==> src/design/ast_pkg.sv <==
// Package for the accessory service set tracker.
// Holds operation codes, read state codes, the controller state type and the
// command and status structs that join the controller and the datapath.
`timescale 1ns / 1ps
`default_nettype none

package ast_pkg;

   localparam logic [2:0] FUNC_SERVICE  = 3'd0;
   localparam logic [2:0] FUNC_LINK     = 3'd1;
   localparam logic [2:0] FUNC_QUERY    = 3'd2;
   localparam logic [2:0] FUNC_CAS      = 3'd3;
   localparam logic [2:0] FUNC_SET      = 3'd4;
   localparam logic [2:0] FUNC_RESET    = 3'd5;

   localparam logic [2:0] RD_UNSUB      = 3'd0;
   localparam logic [2:0] RD_READY      = 3'd1;
   localparam logic [2:0] RD_NOTIFY     = 3'd2;
   localparam logic [2:0] RD_DISABLED   = 3'd3;
   localparam logic [2:0] RD_READING    = 3'd4;
   localparam logic [2:0] RD_COMPLETE   = 3'd5;

   typedef enum logic [3:0] {
      ST_IDLE,
      ST_DECODE,
      ST_SCAN_RD,
      ST_SCAN_CMP,
      ST_MOVE_RD,
      ST_MOVE_WR,
      ST_EXEC,
      ST_DRAIN_RD,
      ST_DRAIN_EMIT
   } ast_state_type;

   typedef struct packed {
      logic load;
      logic idx_inc;
      logic idx_dec;
      logic idx_last;
      logic rd_en;
      logic rd_last;
      logic hit_set;
      logic move_wr;
      logic exec;
      logic drain_emit;
   } ast_cmd_type;

   typedef struct packed {
      logic scan_func;
      logic svc_remove;
      logic link_drop;
      logic scan_end;
      logic hit;
      logic idx_zero;
   } ast_sts_type;

   function automatic logic ast_legal(input logic [2:0] from, input logic [2:0] to);
      logic ok;
      ok = 1'b0;
      if (to == RD_UNSUB) begin
         ok = 1'b1;
      end else begin
         case (from)
            RD_UNSUB:    ok = (to == RD_READY);
            RD_READY:    ok = (to == RD_NOTIFY) || (to == RD_DISABLED);
            RD_NOTIFY:   ok = (to == RD_COMPLETE);
            RD_DISABLED: ok = (to == RD_READING) || (to == RD_READY);
            RD_READING:  ok = (to == RD_COMPLETE);
            RD_COMPLETE: ok = (to == RD_READY);
            default:     ok = 1'b0;
         endcase
      end
      return ok;
   endfunction

endpackage

`default_nettype wire

==> src/design/accessory_service_set_tracker.sv <==
// Top level of the accessory service set tracker.
// Instantiates ast_ctrl and ast_dp; depends on ast_pkg for the shared structs.
//
// Channel   Direction  Handshake              Ports
// request   in         start high, busy low   req_func .. req_next_state
// response  out        rsp_strobe, one cycle  rsp_event_valid .. rsp_last
//
// One request is in work at a time; busy stays high until its last response.
// A query or service update scans the table, reading and then comparing each
// table slot in the scan loop.
// A link drop reads and then emits each removed service; other requests go to execution.
// Each response leaves the output register in the cycle after it is formed.
// Reset is synchronous; the table needs no clearing pass after reset.
`timescale 1ns / 1ps
`default_nettype none

module accessory_service_set_tracker #(
   parameter int MAX_SERVICES = 8
) (
   input  wire         clock,
   input  wire         reset,
   input  wire         start,
   output logic        busy,
   input  wire  [2:0]  req_func,
   input  wire  [15:0] req_service_id,
   input  wire         req_connected,
   input  wire  [2:0]  req_expected_state,
   input  wire  [2:0]  req_next_state,
   output logic        rsp_strobe,
   output logic        rsp_event_valid,
   output logic [15:0] rsp_event_service_id,
   output logic        rsp_event_ok,
   output logic        rsp_answer,
   output logic        rsp_error,
   output logic [2:0]  rsp_fsm_now,
   output logic        rsp_link_usable,
   output logic        rsp_last
);
   import ast_pkg::*;

   ast_cmd_type cmd;
   ast_sts_type sts;

   ast_ctrl u_ctrl (
      .clock (clock),
      .reset (reset),
      .start (start),
      .busy  (busy),
      .sts   (sts),
      .cmd   (cmd)
   );

   ast_dp #(
      .MAX_SERVICES (MAX_SERVICES)
   ) u_dp (
      .clock                (clock),
      .reset                (reset),
      .cmd                  (cmd),
      .sts                  (sts),
      .req_func             (req_func),
      .req_service_id       (req_service_id),
      .req_connected        (req_connected),
      .req_expected_state   (req_expected_state),
      .req_next_state       (req_next_state),
      .rsp_strobe           (rsp_strobe),
      .rsp_event_valid      (rsp_event_valid),
      .rsp_event_service_id (rsp_event_service_id),
      .rsp_event_ok         (rsp_event_ok),
      .rsp_answer           (rsp_answer),
      .rsp_error            (rsp_error),
      .rsp_fsm_now          (rsp_fsm_now),
      .rsp_link_usable      (rsp_link_usable),
      .rsp_last             (rsp_last)
   );

endmodule

`default_nettype wire

==> src/design/ast_ctrl.sv <==
// Controller state machine of the accessory service set tracker.
// Depends on ast_pkg for the state type and the command and status structs.
`timescale 1ns / 1ps
`default_nettype none

module ast_ctrl (
   input  wire                   clock,
   input  wire                   reset,
   input  wire                   start,
   output logic                  busy,
   input  ast_pkg::ast_sts_type  sts,
   output ast_pkg::ast_cmd_type  cmd
);
   import ast_pkg::*;

   ast_state_type state_ff;
   ast_state_type state_in;

   always_ff @(posedge clock) begin
      if (reset) begin
         state_ff <= ST_IDLE;
      end else begin
         state_ff <= state_in;
      end
   end

   always_comb begin
      state_in = state_ff;
      case (state_ff)
         ST_IDLE: begin
            if (start) state_in = ST_DECODE;
         end
         ST_DECODE: begin
            if (sts.scan_func) state_in = ST_SCAN_RD;
            else if (sts.link_drop) state_in = ST_DRAIN_RD;
            else state_in = ST_EXEC;
         end
         ST_SCAN_RD: begin
            if (sts.scan_end) state_in = ST_EXEC;
            else state_in = ST_SCAN_CMP;
         end
         ST_SCAN_CMP: begin
            if (sts.hit) state_in = sts.svc_remove ? ST_MOVE_RD : ST_EXEC;
            else state_in = ST_SCAN_RD;
         end
         ST_MOVE_RD:    state_in = ST_MOVE_WR;
         ST_MOVE_WR:    state_in = ST_EXEC;
         ST_EXEC:       state_in = ST_IDLE;
         ST_DRAIN_RD:   state_in = ST_DRAIN_EMIT;
         ST_DRAIN_EMIT: begin
            if (sts.idx_zero) state_in = ST_IDLE;
            else state_in = ST_DRAIN_RD;
         end
         default:       state_in = ST_IDLE;
      endcase
   end

   always_comb begin
      cmd  = '0;
      busy = 1'b1;
      case (state_ff)
         ST_IDLE: begin
            busy     = 1'b0;
            cmd.load = start;
         end
         ST_DECODE: begin
            cmd.idx_last = !sts.scan_func && sts.link_drop;
         end
         ST_SCAN_RD: begin
            cmd.rd_en = !sts.scan_end;
         end
         ST_SCAN_CMP: begin
            cmd.hit_set = sts.hit;
            cmd.idx_inc = !sts.hit;
         end
         ST_MOVE_RD:  cmd.rd_last = 1'b1;
         ST_MOVE_WR:  cmd.move_wr = 1'b1;
         ST_EXEC:     cmd.exec = 1'b1;
         ST_DRAIN_RD: cmd.rd_en = 1'b1;
         ST_DRAIN_EMIT: begin
            cmd.drain_emit = 1'b1;
            cmd.idx_dec    = !sts.idx_zero;
         end
         default: begin
            cmd = '0;
         end
      endcase
   end

   assert property (@(posedge clock) disable iff (reset)
      (state_ff == ST_IDLE && start) |=> (state_ff == ST_DECODE))
      else $error("Accepted request did not enter decode.");

   assert property (@(posedge clock) disable iff (reset)
      (state_ff == ST_EXEC) |=> !busy)
      else $error("Controller stayed busy after the final result.");

   assert property (@(posedge clock) disable iff (reset)
      $countones({cmd.exec, cmd.drain_emit, cmd.move_wr}) <= 1)
      else $error("Conflicting datapath commands.");

endmodule

`default_nettype wire

==> src/design/ast_dp.sv <==
// Datapath of the accessory service set tracker: service table memory,
// scan index, set count, link flag, read state and the result registers.
// Depends on ast_pkg for codes, the transition check and the command structs.
`timescale 1ns / 1ps
`default_nettype none

module ast_dp #(
   parameter int MAX_SERVICES = 8
) (
   input  wire                   clock,
   input  wire                   reset,
   input  ast_pkg::ast_cmd_type  cmd,
   output ast_pkg::ast_sts_type  sts,
   input  wire  [2:0]            req_func,
   input  wire  [15:0]           req_service_id,
   input  wire                   req_connected,
   input  wire  [2:0]            req_expected_state,
   input  wire  [2:0]            req_next_state,
   output logic                  rsp_strobe,
   output logic                  rsp_event_valid,
   output logic [15:0]           rsp_event_service_id,
   output logic                  rsp_event_ok,
   output logic                  rsp_answer,
   output logic                  rsp_error,
   output logic [2:0]            rsp_fsm_now,
   output logic                  rsp_link_usable,
   output logic                  rsp_last
);
   import ast_pkg::*;

   localparam int CW = $clog2(MAX_SERVICES + 1);
   localparam int AW = (MAX_SERVICES > 1) ? $clog2(MAX_SERVICES) : 1;

   logic [15:0]   mem [MAX_SERVICES];

   logic [2:0]    func_ff;
   logic [15:0]   id_ff;
   logic          conn_ff;
   logic [2:0]    exp_ff;
   logic [2:0]    nxt_ff;
   logic [CW-1:0] idx_ff;
   logic [CW-1:0] idx_in;
   logic [CW-1:0] count_ff;
   logic [CW-1:0] count_in;
   logic          link_ff;
   logic          link_in;
   logic [2:0]    fsm_ff;
   logic [2:0]    fsm_in;
   logic          found_ff;
   logic [AW-1:0] slot_ff;
   logic [15:0]   rd_data_ff;
   logic [CW-1:0] count_m1;
   logic [AW-1:0] rd_addr;
   logic          wr_en;
   logic [AW-1:0] wr_addr;
   logic [15:0]   wr_data;

   logic          ev;
   logic          ok;
   logic          ans;
   logic          err;
   logic          ins;

   logic          strobe_ff;
   logic          ev_ff;
   logic [15:0]   ev_id_ff;
   logic          ok_ff;
   logic          ans_ff;
   logic          err_ff;
   logic [2:0]    fsm_now_ff;
   logic          usable_ff;
   logic          last_ff;

   assign count_m1 = count_ff - CW'(1);

   always_comb begin
      sts.scan_func  = func_ff inside {FUNC_SERVICE, FUNC_QUERY};
      sts.svc_remove = (func_ff == FUNC_SERVICE) && !conn_ff;
      sts.link_drop  = (func_ff == FUNC_LINK) && (conn_ff != link_ff) && link_ff
                       && (count_ff != '0);
      sts.scan_end   = (idx_ff >= count_ff);
      sts.hit        = (rd_data_ff == id_ff);
      sts.idx_zero   = (idx_ff == '0);
   end

   always_comb begin
      ev       = 1'b0;
      ok       = 1'b0;
      ans      = 1'b0;
      err      = 1'b0;
      ins      = 1'b0;
      fsm_in   = fsm_ff;
      link_in  = link_ff;
      count_in = count_ff;
      case (func_ff)
         FUNC_SERVICE: begin
            if (conn_ff) begin
               if (!found_ff) begin
                  if (count_ff == CW'(MAX_SERVICES)) begin
                     err = 1'b1;
                  end else begin
                     ins      = 1'b1;
                     count_in = count_ff + CW'(1);
                     ev       = 1'b1;
                     ok       = 1'b1;
                  end
               end
            end else if (found_ff) begin
               count_in = count_m1;
               ev       = 1'b1;
            end
         end
         FUNC_LINK: begin
            link_in = conn_ff;
         end
         FUNC_QUERY: begin
            ans = link_ff && (fsm_ff != RD_UNSUB) && found_ff;
         end
         FUNC_CAS: begin
            if (nxt_ff > RD_COMPLETE) begin
               err = 1'b1;
            end else if (fsm_ff == exp_ff) begin
               err    = !ast_legal(exp_ff, nxt_ff);
               fsm_in = nxt_ff;
               ans    = 1'b1;
            end
         end
         FUNC_SET: begin
            if (nxt_ff > RD_COMPLETE) begin
               err = 1'b1;
            end else begin
               err    = !ast_legal(fsm_ff, nxt_ff);
               fsm_in = nxt_ff;
            end
         end
         FUNC_RESET: begin
            fsm_in = RD_READY;
         end
         default: begin
            fsm_in = fsm_ff;
         end
      endcase
   end

   always_comb begin
      idx_in = idx_ff;
      if (cmd.load) idx_in = '0;
      else if (cmd.idx_last) idx_in = count_m1;
      else if (cmd.idx_inc) idx_in = idx_ff + CW'(1);
      else if (cmd.idx_dec) idx_in = idx_ff - CW'(1);
   end

   assign rd_addr = cmd.rd_last ? count_m1[AW-1:0] : idx_ff[AW-1:0];
   assign wr_en   = cmd.move_wr || (cmd.exec && ins);
   assign wr_addr = cmd.move_wr ? slot_ff : count_ff[AW-1:0];
   assign wr_data = cmd.move_wr ? rd_data_ff : id_ff;

   always_ff @(posedge clock) begin
      if (wr_en) mem[wr_addr] <= wr_data;
      if (cmd.rd_en || cmd.rd_last) rd_data_ff <= mem[rd_addr];
   end

   always_ff @(posedge clock) begin
      if (cmd.load) begin
         func_ff <= req_func;
         id_ff   <= req_service_id;
         conn_ff <= req_connected;
         exp_ff  <= req_expected_state;
         nxt_ff  <= req_next_state;
      end
      if (cmd.hit_set) slot_ff <= idx_ff[AW-1:0];
      idx_ff <= idx_in;
      if (cmd.exec) begin
         ev_ff      <= ev;
         ev_id_ff   <= ev ? id_ff : 16'd0;
         ok_ff      <= ev && ok;
         ans_ff     <= ans;
         err_ff     <= err;
         fsm_now_ff <= fsm_in;
         usable_ff  <= link_in && (fsm_in != RD_UNSUB);
         last_ff    <= 1'b1;
      end else if (cmd.drain_emit) begin
         ev_ff      <= 1'b1;
         ev_id_ff   <= rd_data_ff;
         ok_ff      <= 1'b0;
         ans_ff     <= 1'b0;
         err_ff     <= 1'b0;
         fsm_now_ff <= fsm_ff;
         usable_ff  <= conn_ff && (fsm_ff != RD_UNSUB);
         last_ff    <= sts.idx_zero;
      end
   end

   always_ff @(posedge clock) begin
      if (reset) begin
         count_ff  <= '0;
         link_ff   <= 1'b0;
         fsm_ff    <= RD_UNSUB;
         found_ff  <= 1'b0;
         strobe_ff <= 1'b0;
      end else begin
         strobe_ff <= cmd.exec || cmd.drain_emit;
         if (cmd.load) found_ff <= 1'b0;
         else if (cmd.hit_set) found_ff <= 1'b1;
         if (cmd.exec) begin
            count_ff <= count_in;
            link_ff  <= link_in;
            fsm_ff   <= fsm_in;
         end else if (cmd.drain_emit && sts.idx_zero) begin
            count_ff <= '0;
            link_ff  <= conn_ff;
         end
      end
   end

   assign rsp_strobe           = strobe_ff;
   assign rsp_event_valid      = ev_ff;
   assign rsp_event_service_id = ev_id_ff;
   assign rsp_event_ok         = ok_ff;
   assign rsp_answer           = ans_ff;
   assign rsp_error            = err_ff;
   assign rsp_fsm_now          = fsm_now_ff;
   assign rsp_link_usable      = usable_ff;
   assign rsp_last             = last_ff;

   assert property (@(posedge clock) disable iff (reset)
      count_ff <= CW'(MAX_SERVICES))
      else $error("Service count exceeds the table depth.");

   assert property (@(posedge clock) disable iff (reset)
      (cmd.drain_emit && sts.idx_zero) |=> (count_ff == '0 && !link_ff))
      else $error("Link drop did not empty the set.");

   assert property (@(posedge clock) disable iff (reset)
      (strobe_ff && !ev_ff) |-> last_ff)
      else $error("Result without an event is not the final one.");

   assert property (@(posedge clock) disable iff (reset)
      fsm_ff <= RD_COMPLETE)
      else $error("Read state holds an undefined code.");

endmodule

`default_nettype wire
==> config.mk <==
export PLATFORM = sky130hd
export DESIGN_NAME = accessory_service_set_tracker
export DESIGN_NICKNAME = d
export VERILOG_FILES = /design/src/design/ast_pkg.sv /design/src/design/accessory_service_set_tracker.sv /design/src/design/ast_ctrl.sv /design/src/design/ast_dp.sv
export SDC_FILE = /design/constraint.sdc
export NUM_CORES = 1
export LEC_CHECK = 0
export BUFFER_PORTS_ARGS = -buffer_cell sky130_fd_sc_hd__clkbuf_2
export CAP_MARGIN = 20
export CORE_ASPECT_RATIO = 0.5
export CORE_MARGIN = 10
export CORE_UTILIZATION = 50
export DETAILED_ROUTE_END_ITERATION = 8
export PLACE_DENSITY_LB_ADDON = 0.2
export SETUP_SLACK_MARGIN = 0.05
export SYNTH_ARGS = -nofsm -noshare
export SYNTH_HDL_FRONTEND = slang
export SYNTH_SLANG_ARGS = --single-unit
export TNS_END_PERCENT = 30
==> constraint.sdc <==
create_clock -name clock -period 3.4 [get_ports clock]
set_input_delay 0.17 -clock clock [delete_from_list [all_inputs] [get_ports clock]]
set_output_delay 0.17 -clock clock [all_outputs]
set_load 0.05 [all_outputs]
# == Yosys cells after proc, flatten, opt, wreduce, memory -nomap -nowiden ==
# Memories as Yosys holds them, arrays and structs flattened. A register that Yosys moved wholly into a read port is not among the register bits.
# Index checks and enable logic that the tools add are counted.
# Widths: inputs -> output; s select.
# totals
register_bits,72
ram_bits,128
input_bits,29
output_inout_bits,27
wordCells,188
mem_count,1
# op_classes
n_addsub,4
order_cmp,2
eq_ne,37
n_mux,80
reduce_logical,43
# memory_table
memory,depth,width,read_ports,rd_ports_with_merged_regs,write_ports,line_no,text
u_dp.mem,8,16,1,1,1,ast_dp.sv:34,logic [15:0] mem [MAX_SERVICES];
# op_table
op,n
$mux 16,4
$mux 4,13
$mux 1,46
$pmux 4 s8,1
$mux 3,9
$eq 3x2->1 const B,8
$eq 3x3->1 const B,8
$eq 16x16->1,1
$eq 4x3->1 const B,4
$eq 3x1->1 const B,4
$logic_and 1x1->1,12
$logic_not 3->1,4
$reduce_or 2->1,5
$ne 3x3->1 const B,3
$pmux 3 s3,1
$reduce_bool 3->1,3
$add 4x1->4 const B,2
$eq 4x2->1 const B,2
$eq 4x4->1 const B,2
$logic_not 4->1,2
$pmux 1 s4,2
$sub 4x1->4 const B,2
$logic_not 1->1,7
$reduce_bool 2->1,3
other kinds (12),18

# == Logic depth before layout (Yosys ltp) ==
# depth
word_depth,12
mapped_depth,11
ltp_nobuf,10

# == By module ==
# A second synthesis with hierarchy kept.
# hier_totals
cells_unflattened,622
area_unflattened_um2,9575.4
# by_module_without_submodules
module,instances,cells_per_inst,area_per_inst_um2,seq_area_each_um2
ast_dp,1,567,9178.8,6216.0
ast_ctrl,1,55,396.6,80.1

# == Least setup slack after synthesis ==
# OpenSTA, ideal clock, no wires.
# synth_path
kind,register to register
startpoint,reg u_dp.id_ff[15]
endpoint,reg u_dp.idx_ff[3]
setup_time_ns,0.105
t_arrival_ns,2.743
t_required_ns,3.295
setup_slack_ns,0.552
path_stages_with_launch,11
path_buffers,0
synth_period_minus_slack_ns,2.848
path_cell_list,edfxtp_1 xnor2_1 nand4_1 nor4_1 nand2b_1 ha_1 a21o_1 a21oi_1 nor2_1 a2111o_1 a221oi_1
# synth_between
elab_chain_len,5
word_cells_on_any_way,6
cone_classes,1 x eq/ne; 3 x mux; 2 x reduce/logical
# synth_lines
item,line_no,text
start: declaration,ast_dp.sv:37,logic [15:0] id_ff;
start signal: assignment,ast_dp.sv:166,id_ff <= req_service_id;
$eq 16x16->1 (*),ast_dp.sv:82,sts.hit = (rd_data_ff == id_ff);
$logic_not 1->1 (*),ast_ctrl.sv:74,cmd.idx_inc = !sts.hit;
$mux 1 (*),ast_ctrl.sv:61,case (state_ff)
$mux 4,ast_dp.sv:149,else if (cmd.idx_inc) idx_in = idx_ff + CW'(1);
$mux 4,ast_dp.sv:148,else if (cmd.idx_last) idx_in = count_m1;
end signal: assignment,ast_dp.sv:172,idx_ff <= idx_in;
end: declaration,ast_dp.sv:41,logic [CW-1:0] idx_ff;
# Every way passes the cells marked *; elsewhere a longest branch is shown, timed or not.
# A chain may end at the register's enable or synchronous reset.

# == Worst setup path in the final report ==
# layout_path
startpoint,reg u_dp.id_ff[10]
endpoint,reg u_dp.idx_ff[3]
# The elaborated chain is that of the path after synthesis.

==> summary.md <==
| Metric | Value |
|---|---|
| Pwr/cell area | `738 nW/um^2` |
| Via Count | `5,733` |
| Initial Util | `0.518` |
| #FFs+latches synth | `around 220` |
| Iteration-0 DRC Markers | `428` |
| CP Launch Point | `u_dp.id_ff[10]` |
| Async set-or-reset flop fraction in the synthesized netlist | `0` |
| Reg2Reg Capture Point | `u_dp.idx_ff[3]` |
| Skew-Pair Late Insertion Delay | `500 ps` |
| H-tree depth reported by CTS | `1` |
| RSZ-0062 raised after global routing | `false` |
| Post-synth EDFFs | `between 150 and 200` |
| Crit Path Category | `reg -> reg` |
| Hold slack | `48.0 ps` |
| WP data required | `3800 ps` |
| TritonCTS clock tree | `done` |
| Fin util | `0.601` |
| Actual slew at the worst max-slew pin | `between 800 and 900 ps` |
| Post-synthesis sequential area ratio | `0.650` |
| Synth-to-Final Area Change | `16.1%` |
| Worst setup EP type | `register` |
| HPWL Detailed | `13,400 um` |
| Global-route wire length before repair | `32,500 um` |
| Worst slew margin | `0.450` |
| Vias in the first global route | `5,767` |
| Peak VDD IR | `about 270 uV` |
| Pre-antenna DRT Iters | `4` |
| Commonest cells in the netlist | `edfxtp_1 (197), mux2i_1 (101), mux2_2 (34), nand2_1 (34), nor2_1 (30)` |
| Most common cell in the netlist | `edfxtp_1` |
| Max Slew Vio Count | `0` |
| Leading area contributor after synthesis | `edfxtp_1` |
| Clock root cell | `clkbuf_16` |
| Die X | `217 um` |
| Gate Count Post-Synth | `668` |
| DR WL/cell | `between 20 and 25 um` |
| Avg Cell Area, Syn | `14.5 um^2` |
| Final WS setup | `336 ps` |
| Pin count of the biggest net entering global routing | `33` |
| Tmin final | `3060 ps` |
| Setup violators final | `0` |
| Leak Pwr | `0.00397 uW` |
| Post-place setup slack | `285 ps` |
| Fill cell count | `1,438` |
| Synth warn | `0` |
| Final count of hold timing violations | `0` |
| Setup TNS | `0 ps` |
| Synth unique cells | `between 50 and 60` |
| Worst setup SP type | `register` |
| Port Buffers | `55` |
| Primary FF master, synth | `edfxtp_1` |
| Reg-to-reg startpoint | `u_dp.id_ff[10]` |
| Max cap viols | `0` |
| Syn nets | `approximately 710` |
| Grt total ovfl | `0` |
| Die area | `25,700 um^2` |
| Post-route DRC | `0` |
| CTS Buf Count | `21` |
| DRT antenna net count | `0` |
| Total track usage | `0.159` |
| Clock transition at the registers of the reported paths | `approximately 70 ps` |
| Post-Layout Cell Count | `1,037` |
| Outcome | `completed` |
| CTS max path bufs | `3` |
| Area of the core | `18,700 um^2` |
| Crit path DAT | `3460 ps` |
| Ratio of cells with drive above 1 in the final layout | `0.211` |
| Row count | `35` |
| R2R depth | `11` |
| Die height | `118 um` |
| Worst Hold Class | `in -> reg` |
| Mapped Area | `9680 um^2` |
| Worst Skew | `about 15 ps` |
| Peak Freq | `326 MHz` |
| Crit share post-route | `0.901` |
| IO Pins | `56` |
| Top-area cell type share of the netlist area | `0.611` |
| Worst Setup EP | `u_dp.idx_ff[3]` |
| GPL Wtd Cong | `0.825` |
| Reg2reg setup slack | `around 340 ps` |
| Clock sinks | `216` |
| Nets@finish | `800` |
| Initial antenna violation count | `1` |
| Placed Cells | `972` |
| CP max FO | `5` |
| Vias/cell | `5.53` |
| Top cells by area, synth | `edfxtp_1 (61%), mux2i_1 (10%), mux2_2 (4.0%), dfxtp_1 (3.9%), xnor2_1 (1.8%)` |
| Drt total wl | `~21,000 um` |
-- kinds of logic (layout without fill, tap and decap cells) --
family	Yosys count	count (layout)	synth area share
adder cells (fa/ha/maj)	9	9	0.0124
XOR/XNOR	25	25	0.0226
multiplexers	136	136	0.145
flip-flops	216	216	0.650
AO/OA/AOI/OAI	92	92	0.0635
buffers and inverters	52	161	0.0305
AND/OR/NAND/NOR	138	138	0.0752
other	0	1	0
-- worst min-delay path by stage --
stage                                     start          endpoint  cells after the start
after floorplan                           reset    u_dp.fsm_ff[2]                      1
after global placement        req_next_state[1]    u_dp.nxt_ff[1]                      1
after detailed placement  req_expected_state[1]    u_dp.exp_ff[1]                      1
after CTS                                 reset  u_dp.count_ff[3]                      2
after global routing                      reset  u_dp.count_ff[1]                      2
final                                     reset   u_dp.rsp_strobe                      2
-- cells in the final DEF, fill, tap and decap left out, types with 7 or more instances in the layout --
cell,Yosys,final
nor2_1,30,29
a21oi_1,26,26
buf_4,1,26
nor2b_1,9,9
mux2i_1,101,101
edfxtp_1,197,197
xnor2_1,20,20
dlygate4sd3_1,0,26
a22o_1,16,16
nand2_1,34,34
ha_1,8,8
clkbuf_16,0,21
mux2_2,34,34
nand2b_1,7,7
o21ai_0,10,10
dfxtp_1,19,19
a31oi_1,11,10
clkbuf_2,0,55
inv_1,14,14
nor3_1,13,13
-- cell type report --
class	instances	area, um^2	share of cell area
sequential	216	6300	0.560
multi-input combinational	400	3120	0.278
timing repair buffer	109	771	0.0686
clock buffer	25	541	0.0481
tap	259	324	0.0288
clock inverter	13	133	0.0118
inverter	14	52.6	0.00467
antenna	1	2.50	0.000223
-- report_power, final --
part | total [uW] | internal [uW] | switching (uW) | leakage, uW
clock network | 2280 | 1300 | 978 | 0.000326
registers | 3570 | 3340 | 238 | 0.00193
logic | 2440 | 1110 | 1330 | 0.00170
total | 8300 | 5750 | 2550 | 0.00397
-- per-layer routing --
layer	track usage	vias to the layer above	part of all wire
met4	0.0421	0	0.017
li1	-	2727	-
met2	0.265	114	0.47
met1	0.210	2865	0.46
met5	0	-	0
met3	0.0277	27	0.045
-- through the flow --
stage,power [uW],cell area (um^2)
detailed placement,6040,10300
floorplan,5490,9680
global route,8660,11200
global placement,6010,10300
CTS,8340,11200
finish,8300,11200
-- timing repair --
action,in CTS,in global routing
endpoints found under the hold margin,26,0
hold buffers,26,0
buffers inserted,0,0
gates resized for setup,0,1
setup endpoints to repair,0,1
-- state kept, by name, indices dropped and copies added, names as in the netlist, 3 cells and up --
signal / flops
u_dp.mem: 128
u_dp.rd_data_ff: 16
u_dp.fsm_ff: 3
u_dp.exp_ff: 3
u_ctrl.state_ff: 4
u_dp.func_ff: 3
u_dp.idx_ff: 4
u_dp.slot_ff: 3
u_dp.count_ff: 4
u_dp.nxt_ff: 3
u_dp.id_ff: 16
u_dp.rsp_fsm_now: 3
u_dp.rsp_event_service_id: 16
-- critical path, stage by stage, from the launching register on --
cell and delay, ps:
edfxtp_1 420, xnor2_1 280, nand4_1 170, nor4_2 360, buf_4 200, nand2b_1 130, ha_1 230, a21o_1 180
a21oi_1 290, nor2_1 70, a2111o_1 350, a221oi_1 280
Power figures use the tool's default switching activity.
